**src/rtl/smd_pkg.sv**
```systemverilog
// Shared types and codes for the SHA-1 message digest unit.
`timescale 1ns / 1ps
package smd_pkg;

   localparam logic KIND_APPEND = 1'b0;
   localparam logic KIND_FINISH = 1'b1;

   localparam logic [2:0] LAST_INDEX = 3'd4;

   typedef struct packed {
      logic       kind;
      logic [7:0] data_byte;
   } smd_req_type;

   typedef struct packed {
      logic [31:0] digest_word;
      logic [2:0]  word_index;
      logic        last_word;
   } smd_rsp_type;

endpackage

```
**src/rtl/smd_queue.sv**
```systemverilog
// Front end: small request queue between the input port and the hash core.
`timescale 1ns / 1ps
module smd_queue
   import smd_pkg::*;
#(
   parameter int DEPTH = 4
) (
   input  logic        clock,
   input  logic        reset,
   input  logic        req_valid,
   output logic        req_ready,
   input  smd_req_type req_data,
   output logic        deq_valid,
   input  logic        deq_ready,
   output smd_req_type deq_data
);

   localparam int IDX_W = $clog2(DEPTH);
   localparam int CNT_W = $clog2(DEPTH + 1);

   smd_req_type            slot_ff [DEPTH];
   logic [IDX_W-1:0]       wr_ptr_ff, wr_ptr_in;
   logic [IDX_W-1:0]       rd_ptr_ff, rd_ptr_in;
   logic [CNT_W-1:0]       count_ff, count_in;
   logic                   push, pop;

   assign req_ready = (count_ff != CNT_W'(DEPTH));
   assign deq_valid = (count_ff != '0);
   assign deq_data  = slot_ff[rd_ptr_ff];
   assign push      = req_valid && req_ready;
   assign pop       = deq_valid && deq_ready;

   always_comb begin
      wr_ptr_in = wr_ptr_ff;
      rd_ptr_in = rd_ptr_ff;
      count_in  = count_ff;
      if (push) begin
         wr_ptr_in = (wr_ptr_ff == IDX_W'(DEPTH - 1)) ? '0 : wr_ptr_ff + 1'b1;
      end
      if (pop) begin
         rd_ptr_in = (rd_ptr_ff == IDX_W'(DEPTH - 1)) ? '0 : rd_ptr_ff + 1'b1;
      end
      if (push && !pop) begin
         count_in = count_ff + 1'b1;
      end else if (pop && !push) begin
         count_in = count_ff - 1'b1;
      end
   end

   always_ff @(posedge clock) begin
      if (reset) begin
         wr_ptr_ff <= '0;
         rd_ptr_ff <= '0;
         count_ff  <= '0;
      end else begin
         wr_ptr_ff <= wr_ptr_in;
         rd_ptr_ff <= rd_ptr_in;
         count_ff  <= count_in;
      end
   end

   always_ff @(posedge clock) begin
      if (push) begin
         slot_ff[wr_ptr_ff] <= req_data;
      end
   end

endmodule

```
**src/rtl/smd_core.sv**
```systemverilog
// Back end: block buffer, padding sequencer, 80-round compression and digest output.
`timescale 1ns / 1ps
module smd_core
   import smd_pkg::*;
(
   input  logic        clock,
   input  logic        reset,
   input  logic        deq_valid,
   output logic        deq_ready,
   input  smd_req_type deq_data,
   output logic        rsp_valid,
   input  logic        rsp_ready,
   output smd_rsp_type rsp_data
);

   typedef enum logic [2:0] {
      ST_IDLE,
      ST_PAD,
      ST_ROUND,
      ST_ADD,
      ST_OUT
   } state_type;

   localparam logic [4:0][31:0] IV_WORDS = {
      32'hc3d2e1f0, 32'h10325476, 32'h98badcfe, 32'hefcdab89, 32'h67452301
   };
   localparam logic [5:0] BLOCK_LAST_BYTE = 6'd63;
   localparam logic [5:0] LENGTH_OFFSET   = 6'd56;
   localparam logic [6:0] LAST_ROUND      = 7'd79;
   localparam logic [7:0] PAD_MARK        = 8'h80;

   state_type         state_ff, state_in;
   logic [511:0]      win_ff, win_in;
   logic [4:0][31:0]  chain_ff, chain_in;
   logic [4:0][31:0]  var_ff, var_in;
   logic [5:0]        nbytes_ff, nbytes_in;
   logic [60:0]       count_ff, count_in;
   logic [63:0]       len_ff, len_in;
   logic [6:0]        round_ff, round_in;
   logic              fin_ff, fin_in;
   logic              pad_first_ff, pad_first_in;
   logic              len_phase_ff, len_phase_in;
   logic              out_pend_ff, out_pend_in;
   logic [2:0]        out_idx_ff, out_idx_in;
   logic              rsp_valid_ff, rsp_valid_in;

   logic              push_en;
   logic [7:0]        push_byte;
   logic [31:0]       w0, w2, w8, w13, sched_new;
   logic [31:0]       ra, rb, rc, rd, re;
   logic [31:0]       f_val, k_val, tmp;

   assign w0  = win_ff[511 -: 32];
   assign w2  = win_ff[511 - 32*2 -: 32];
   assign w8  = win_ff[511 - 32*8 -: 32];
   assign w13 = win_ff[511 - 32*13 -: 32];
   assign sched_new = {w13[30:0] ^ w8[30:0] ^ w2[30:0] ^ w0[30:0],
                       w13[31] ^ w8[31] ^ w2[31] ^ w0[31]};

   assign ra = var_ff[0];
   assign rb = var_ff[1];
   assign rc = var_ff[2];
   assign rd = var_ff[3];
   assign re = var_ff[4];

   always_comb begin
      if (round_ff < 7'd20) begin
         f_val = ((rc ^ rd) & rb) ^ rd;
         k_val = 32'h5a827999;
      end else if (round_ff < 7'd40) begin
         f_val = rb ^ rc ^ rd;
         k_val = 32'h6ed9eba1;
      end else if (round_ff < 7'd60) begin
         f_val = (rb & rc) | (rd & (rb | rc));
         k_val = 32'h8f1bbcdc;
      end else begin
         f_val = rb ^ rc ^ rd;
         k_val = 32'hca62c1d6;
      end
   end

   assign tmp = {ra[26:0], ra[31:27]} + f_val + re + w0 + k_val;

   assign deq_ready = (state_ff == ST_IDLE);
   assign rsp_valid = rsp_valid_ff;
   assign rsp_data.digest_word = chain_ff[out_idx_ff];
   assign rsp_data.word_index  = out_idx_ff;
   assign rsp_data.last_word   = (out_idx_ff == LAST_INDEX);

   always_comb begin
      state_in     = state_ff;
      win_in       = win_ff;
      chain_in     = chain_ff;
      var_in       = var_ff;
      nbytes_in    = nbytes_ff;
      count_in     = count_ff;
      len_in       = len_ff;
      round_in     = round_ff;
      fin_in       = fin_ff;
      pad_first_in = pad_first_ff;
      len_phase_in = len_phase_ff;
      out_pend_in  = out_pend_ff;
      out_idx_in   = out_idx_ff;
      rsp_valid_in = rsp_valid_ff;
      push_en      = 1'b0;
      push_byte    = '0;

      case (state_ff)
         ST_IDLE: begin
            if (deq_valid) begin
               if (deq_data.kind == KIND_APPEND) begin
                  push_en   = 1'b1;
                  push_byte = deq_data.data_byte;
               end else begin
                  len_in       = {count_ff, 3'b000};
                  fin_in       = 1'b1;
                  pad_first_in = 1'b1;
                  len_phase_in = 1'b0;
                  state_in     = ST_PAD;
               end
            end
         end
         ST_PAD: begin
            push_en = 1'b1;
            if (pad_first_ff) begin
               push_byte    = PAD_MARK;
               pad_first_in = 1'b0;
            end else if (!len_phase_ff && nbytes_ff != LENGTH_OFFSET) begin
               push_byte = '0;
            end else begin
               push_byte    = len_ff[63:56];
               len_in       = {len_ff[55:0], 8'h00};
               len_phase_in = 1'b1;
               if (nbytes_ff == BLOCK_LAST_BYTE) begin
                  out_pend_in = 1'b1;
               end
            end
         end
         ST_ROUND: begin
            var_in[0] = tmp;
            var_in[1] = ra;
            var_in[2] = {rb[1:0], rb[31:2]};
            var_in[3] = rc;
            var_in[4] = rd;
            win_in    = {win_ff[479:0], sched_new};
            round_in  = round_ff + 1'b1;
            if (round_ff == LAST_ROUND) begin
               state_in = ST_ADD;
            end
         end
         ST_ADD: begin
            for (int i = 0; i < 5; i++) begin
               chain_in[i] = chain_ff[i] + var_ff[i];
            end
            round_in = '0;
            if (out_pend_ff) begin
               state_in     = ST_OUT;
               out_idx_in   = '0;
               rsp_valid_in = 1'b1;
            end else if (fin_ff) begin
               state_in = ST_PAD;
            end else begin
               state_in = ST_IDLE;
            end
         end
         ST_OUT: begin
            if (rsp_ready) begin
               if (out_idx_ff == LAST_INDEX) begin
                  chain_in     = IV_WORDS;
                  nbytes_in    = '0;
                  count_in     = '0;
                  fin_in       = 1'b0;
                  len_phase_in = 1'b0;
                  out_pend_in  = 1'b0;
                  out_idx_in   = '0;
                  rsp_valid_in = 1'b0;
                  state_in     = ST_IDLE;
               end else begin
                  out_idx_in = out_idx_ff + 1'b1;
               end
            end
         end
         default: begin
            state_in = ST_IDLE;
         end
      endcase

      if (push_en) begin
         win_in    = {win_ff[503:0], push_byte};
         nbytes_in = nbytes_ff + 1'b1;
         count_in  = count_ff + 1'b1;
         if (nbytes_ff == BLOCK_LAST_BYTE) begin
            state_in = ST_ROUND;
            round_in = '0;
            var_in   = chain_ff;
         end
      end
   end

   always_ff @(posedge clock) begin
      if (reset) begin
         state_ff     <= ST_IDLE;
         chain_ff     <= IV_WORDS;
         nbytes_ff    <= '0;
         count_ff     <= '0;
         round_ff     <= '0;
         fin_ff       <= 1'b0;
         pad_first_ff <= 1'b0;
         len_phase_ff <= 1'b0;
         out_pend_ff  <= 1'b0;
         out_idx_ff   <= '0;
         rsp_valid_ff <= 1'b0;
      end else begin
         state_ff     <= state_in;
         chain_ff     <= chain_in;
         nbytes_ff    <= nbytes_in;
         count_ff     <= count_in;
         round_ff     <= round_in;
         fin_ff       <= fin_in;
         pad_first_ff <= pad_first_in;
         len_phase_ff <= len_phase_in;
         out_pend_ff  <= out_pend_in;
         out_idx_ff   <= out_idx_in;
         rsp_valid_ff <= rsp_valid_in;
      end
      win_ff <= win_in;
      var_ff <= var_in;
      len_ff <= len_in;
   end

endmodule

```
**src/rtl/sha1_message_digest_unit.sv**
```systemverilog
// SHA-1 digest of a byte stream: request queue feeding the hash core.
// An append request waits in the queue until the core takes it; each 64th byte starts
// 80 rounds, one per cycle, plus the chaining-word add, and no byte leaves the queue meanwhile.
// Finish: 9 to 72 padding bytes at one per cycle, one or two compressions, then five
// digest words, one per cycle while rsp_ready is high.
// Reset is synchronous: clears control, loads the initial chaining words; buffer not cleared.
`timescale 1ns / 1ps
module sha1_message_digest_unit
   import smd_pkg::*;
#(
   parameter int QUEUE_DEPTH = 4
) (
   input  logic        clock,
   input  logic        reset,
   input  logic        req_valid,
   output logic        req_ready,
   input  smd_req_type req_data,
   output logic        rsp_valid,
   input  logic        rsp_ready,
   output smd_rsp_type rsp_data
);

   logic        deq_valid;
   logic        deq_ready;
   smd_req_type deq_data;

   smd_queue #(
      .DEPTH (QUEUE_DEPTH)
   ) u_queue (
      .clock     (clock),
      .reset     (reset),
      .req_valid (req_valid),
      .req_ready (req_ready),
      .req_data  (req_data),
      .deq_valid (deq_valid),
      .deq_ready (deq_ready),
      .deq_data  (deq_data)
   );

   smd_core u_core (
      .clock     (clock),
      .reset     (reset),
      .deq_valid (deq_valid),
      .deq_ready (deq_ready),
      .deq_data  (deq_data),
      .rsp_valid (rsp_valid),
      .rsp_ready (rsp_ready),
      .rsp_data  (rsp_data)
   );

endmodule

```
**config.mk**
```make
export PLATFORM = sky130hd
export DESIGN_NAME = sha1_message_digest_unit
export DESIGN_NICKNAME = d
export VERILOG_FILES = /design/src/rtl/smd_pkg.sv /design/src/rtl/smd_queue.sv /design/src/rtl/smd_core.sv /design/src/rtl/sha1_message_digest_unit.sv
export SDC_FILE = /design/constraint.sdc
export NUM_CORES = 2
export LEC_CHECK = 0
export BUFFER_PORTS_ARGS = -buffer_cell sky130_fd_sc_hd__buf_2
export CAP_MARGIN = 20
export CORE_ASPECT_RATIO = 1.2
export CORE_MARGIN = 10
export CORE_UTILIZATION = 60
export DETAILED_ROUTE_END_ITERATION = 8
export PLACE_DENSITY = 0.78
export SYNTH_ARGS = -nofsm -noshare
export SYNTH_HDL_FRONTEND = slang
export SYNTH_HIERARCHICAL = 1
export SYNTH_SLANG_ARGS = --single-unit
```
**constraint.sdc**
```tcl
create_clock -name clock -period 34.3 [get_ports clock]
set_input_delay 3.43 -clock clock [delete_from_list [all_inputs] [get_ports clock]]
set_output_delay 3.43 -clock clock [all_outputs]
set_load 0.05 [all_outputs]
```
### Word-level counts from Yosys, hierarchy flattened

Memories as Yosys holds them, arrays and structs flattened. A register that Yosys moved wholly into a read port is not among the register bits.
Cells that the tools add are included.

* input port bits: 13
* RAM bits: 36
* output and inout bits: 38
* memories kept: 1
* bits in registers: 988

Memory list
* u_queue.slot_ff: words 4, bits a word 9, rd ports 1, clocked after memory_dff 1, write ports 1, line smd_queue.sv:21 `smd_req_type slot_ff [DEPTH];`

* magnitude comparators: 4
* add/sub/neg operators: 17
* eq/ne operators: 19
* muxes and demuxes: 79
* reductions and logical operators: 29
* bitwise logic cells: 15

Operator list (number)
* $mux W512: 2
* $mux W160: 5
* $pmux W160 S2: 1
* $add A32 B32 Y32: 9
* $mux W64: 4
* $mux W61: 4
* $mux W32: 6
* $pmux W64 S2: 1
* $xor A32 B32 Y32: 4
* $and A32 B32 Y32: 3
* $bmux W32 S3: 1
* $xor A31 B31 Y31: 3
* $or A32 B32 Y32: 2
* $add A61 B1 Y61 const B: 1
* $mux W3: 13
* $mux W8: 4
* $mux W31: 1
* $mux W6: 4
* $reduce_bool A2 Y1: 9
* $mux W1: 17
* $pmux W8 S2: 1
* $pmux W3 S5: 1
* $lt A7 B6 Y1 const B: 2
* $mux W7: 2
* 32 further kinds: 63

### Longest topological paths before layout

* depth after elaboration: 13
* gate-level depth with buffers: 24
* gate-level depth less buffers: 22

### By module

Netlist, hierarchy kept.

Modules (own cells, without submodules)
* smd_core: cells each 6134, area each 54547.3 um^2, instances 1
* smd_queue: cells each 95, area each 1776.7 um^2, instances 1

### Least setup slack after synthesis

Ideal clock, no wire load.

* kind: reg2reg
* from: register u_queue.count_ff[1]
* to: register u_core.win_ff[0] (enable)
* setup time: 3.632 ns
* slack: 20.246 ns
* buffers on the path: 3
* arrival: 10.422 ns
* cell stages (with the launch flop): 8
* path through: dfxtp_1 -> or3_2 -> nor2b_1 -> o21ai_2 -> clkbuf_1 -> clkbuf_1 -> clkbuf_1 -> nand2_1

* cells in the longest elaborated chain, start to end: 4

RTL lines
* start, declared: line smd_queue.sv:24 `logic [CNT_W-1:0] count_ff, count_in;`
* start signal, assigned: line smd_queue.sv:58 `count_ff <= count_in;`
* $reduce_bool A3 Y1: line smd_queue.sv:28 `assign deq_valid = (count_ff != '0);`
* net deq_valid: line sha1_message_digest_unit.sv:23 `logic deq_valid;`
* $mux W1: line smd_core.sv:110 `if (deq_valid) begin`
* $pmux W1 S2: line smd_core.sv:108 `case (state_ff)`
* $reduce_bool A2 Y1 (no source line)
* end signal, assigned: line smd_core.sv:226 `win_ff <= win_in;`
* end, declared: line smd_core.sv:33 `logic [511:0] win_ff, win_in;`

The timed path passes the listed nets, and every way through them passes these cells.
A chain may end at the register's enable or synchronous reset.

==> results.cfg <==
[outcome]
status = complete, no violations

[worst_hold_path]
hold_class = reg2reg
worstHoldStart = u_core/rsp_valid

[synthesis]
synth_cell_types = 106
synth_edf_count = 609
yosys_warnings = 6
yosys-top-cells-area = edfxtp_1 (32%), dfxtp_1 (15%), nand2_1 (13%)
ys_seq_area_share_pct = 47.2
synth_nets = 6571
synth.avg_cell_area_um2 = 9.04
ys_ff_latch = 1023
synth_top_area_share_pct = 32.5
async_flop_share_pct = 0
synth_cells = 6229
synth_top_area_cell = edfxtp_1
synth_ff_type = edfxtp_1
syn_area_um2 = 56300

[layout]
ff_latch_area_um2 = 26600
fin_util_pct = 65.0
layout_commonest_cell = nand2_1
layout_common_cells = nand2_1 (1991), edfxtp_1 (609), nor2_1 (421), dfxtp_1 (412), inv_1 (295)
multi_input_area_um2 = 27500
layout-drive-gt1-share_pct = 6.41
area_growth_pct = 7.84
fillCellCount = 7427
final_nets = 6466
antenna_cells = 0

[floorplan]
row_count = 123
die_x_um = 300
core_um2 = 93400
die_area_um2 = 107000
io_pins = 51
start_util_pct = 60.3
die_y_um = 356

[worst_setup_path]
cp-startpoint = u_core/out_idx_ff[0]
start_kind = flop
worst-setup-path-type = reg2out
reg2reg_from = u_core/round_ff[4]
end_kind = output port
critPathRequiredTime_ns = 30.87
critPathMaxFanout = 33
arrival_ns = 3.02

[global_routing]
gr-usage-all-layers_pct = 27.7
grt_max_degree = 205
grt_pass1_wl_um = 237000
grt_overflow = 0
antenna_found_initial = 0
grt_pass1_vias = 43192

[clocking]
post_cts_resized = 0
clockRootBuffer = clkbuf_16
postCtsSetupRepairBufs = 0
cts_max_level = 3
numCtsBuffers = 103
cts_buffer_depth = 3
clk-insertion-delay-late_ns = 0.70
postCtsHoldBufs = 0
clock-sinks = 1023
clkTransAtPathRegs_ns = 0.06
cts_tree = yes

[routing]
drtAntennaViolNets = 0
wl_per_cell_um = 20.3
num_vias = 45024
drc = 0
totalWireLength_um = 152000
drt_iter0_markers = 4536
drt-pass1-iter-count = 6
routed_via_density = 6.03

[placed_design]
dp_slack_ns = 28.18
dp_hpwl_um = 104000
gp_congestion = 0.962
portBuffers = 50

[sta]
worstMarginPinSlew_ns = 1.18
hold_viol = 0
fin_tns_setup_ns = 0
drv_slew = 0
layout_worst_path_cycle_share_pct = 18.8
fin_ws_ns = 27.85
rsz0062_at_grt = no
finalSetupViolCount = 0
clock.fmax_ghz = 0.155
relSlewSlack_pct = 21.0
fin_crit_ns = 6.45
fin_skew_ns = 0.0417

[power]
p_leak_nw = 25.4
vdd_drop_max_uv = 85.5
powerDensity_nw_per_um2 = 93.6

[flow_run]
maxCapViolCount = 0
==> final timing paths <==
| kind | to | slack [ns] | cells past startpoint |
|---|---|---|---|
| max | rsp_data[23] | 27.85 | 5 |
| min | u_core/rsp_valid | 0.47 | 2 |
| max reg2reg | u_core/ra[29] | 28.16 | 22 |
| min reg2reg | u_core/rsp_valid | 0.47 | 2 |
==> registers in the layout, summed over array words and instances, names as in the netlist, 2 cells and up, named ones only <==
register,count
u_core/chain_ff,160
u_core/count_ff,61
u_core/len_ff,61
u_core/nbytes_ff,6
u_core/out_idx_ff,3
u_core/ra,32
u_core/rb,32
u_core/rc,32
u_core/rd,32
u_core/re,32
u_core/round_ff,7
u_core/state_ff,3
u_core/win_ff,512
u_queue/count_ff,3
u_queue/rd_ptr_ff,2
u_queue/slot_ff,36
u_queue/wr_ptr_ff,2
==> per-stage QoR <==
step	total power, mW	hold slack [ns]	std cells	cell area [um^2]
6_report	5.69	0.468	7463	60700
5_1_grt	6.09	0.493	7463	60700
4_1_cts	5.69	0.469	7462	60700
3_5_place_dp	4.56	0.451	7268	57400
3_3_place_gp	4.51	0.442	7268	57400
2_1_floorplan	4.18	0.440	6229	56300
==> critical path, stage by stage, from the launching register on <==
cell and delay [ns]:
dfxtp_2 0.36, buf_4 0.57, mux4_2 0.35, inv_1 0.04, o21ai_0 0.54, buf_2 0.40
==> power breakdown <==
| part | internal, mW | switching (mW) |
|---|---|---|
| Clock | 0.630 | 0.491 |
| Sequential | 2.02 | 0.293 |
| Combinational | 0.790 | 1.47 |
| Total | 3.44 | 2.25 |
==> Yosys cell counts, types with 58 or more instances <==
master,instances
a21oi_1,255
xor2_1,69
a21o_1,75
fa_1,126
nor3_1,60
nand2_1,1994
dfxtp_1,414
o21ai_1,72
o21ai_0,167
xnor2_1,186
edfxtp_1,609
inv_1,295
nor2_1,426
a31oi_1,157
ha_1,203
clkbuf_1,281
mux2_2,58
o22ai_1,61
nand3_1,93
==> layout make-up <==
class	instances	share of cell area (%)
Clock inverter	47	0.742
Inverter	303	1.87
Sequential cell	1023	43.8
Tap cell	1250	2.57
Multi-Input combinational cell	4598	45.3
Timing Repair Buffer	95	1.05
Clock buffer	147	4.73
==> layer usage <==
layer | up-vias | share of wire [%] | global-route usage (%)
li1 | 21105 | - | -
met2 | 1867 | 48 | 46.3
met3 | 444 | 7.1 | 3.84
met5 | - | 0 | 0
met4 | 0 | 5.8 | 15.4
met1 | 21608 | 39 | 34.5
==> kinds of logic after synthesis <==
family                     synth area share, %
AOI/OAI and AO/OA                         12.1
xor gates and xnor gates                  3.99
adders and majority gates                 8.99
buffers and inverters                     4.13
DFF                                       47.2
muxes                                     3.39
and+or+nand+nor                           20.2
Note: power is estimated with default switching activity, not from simulation.
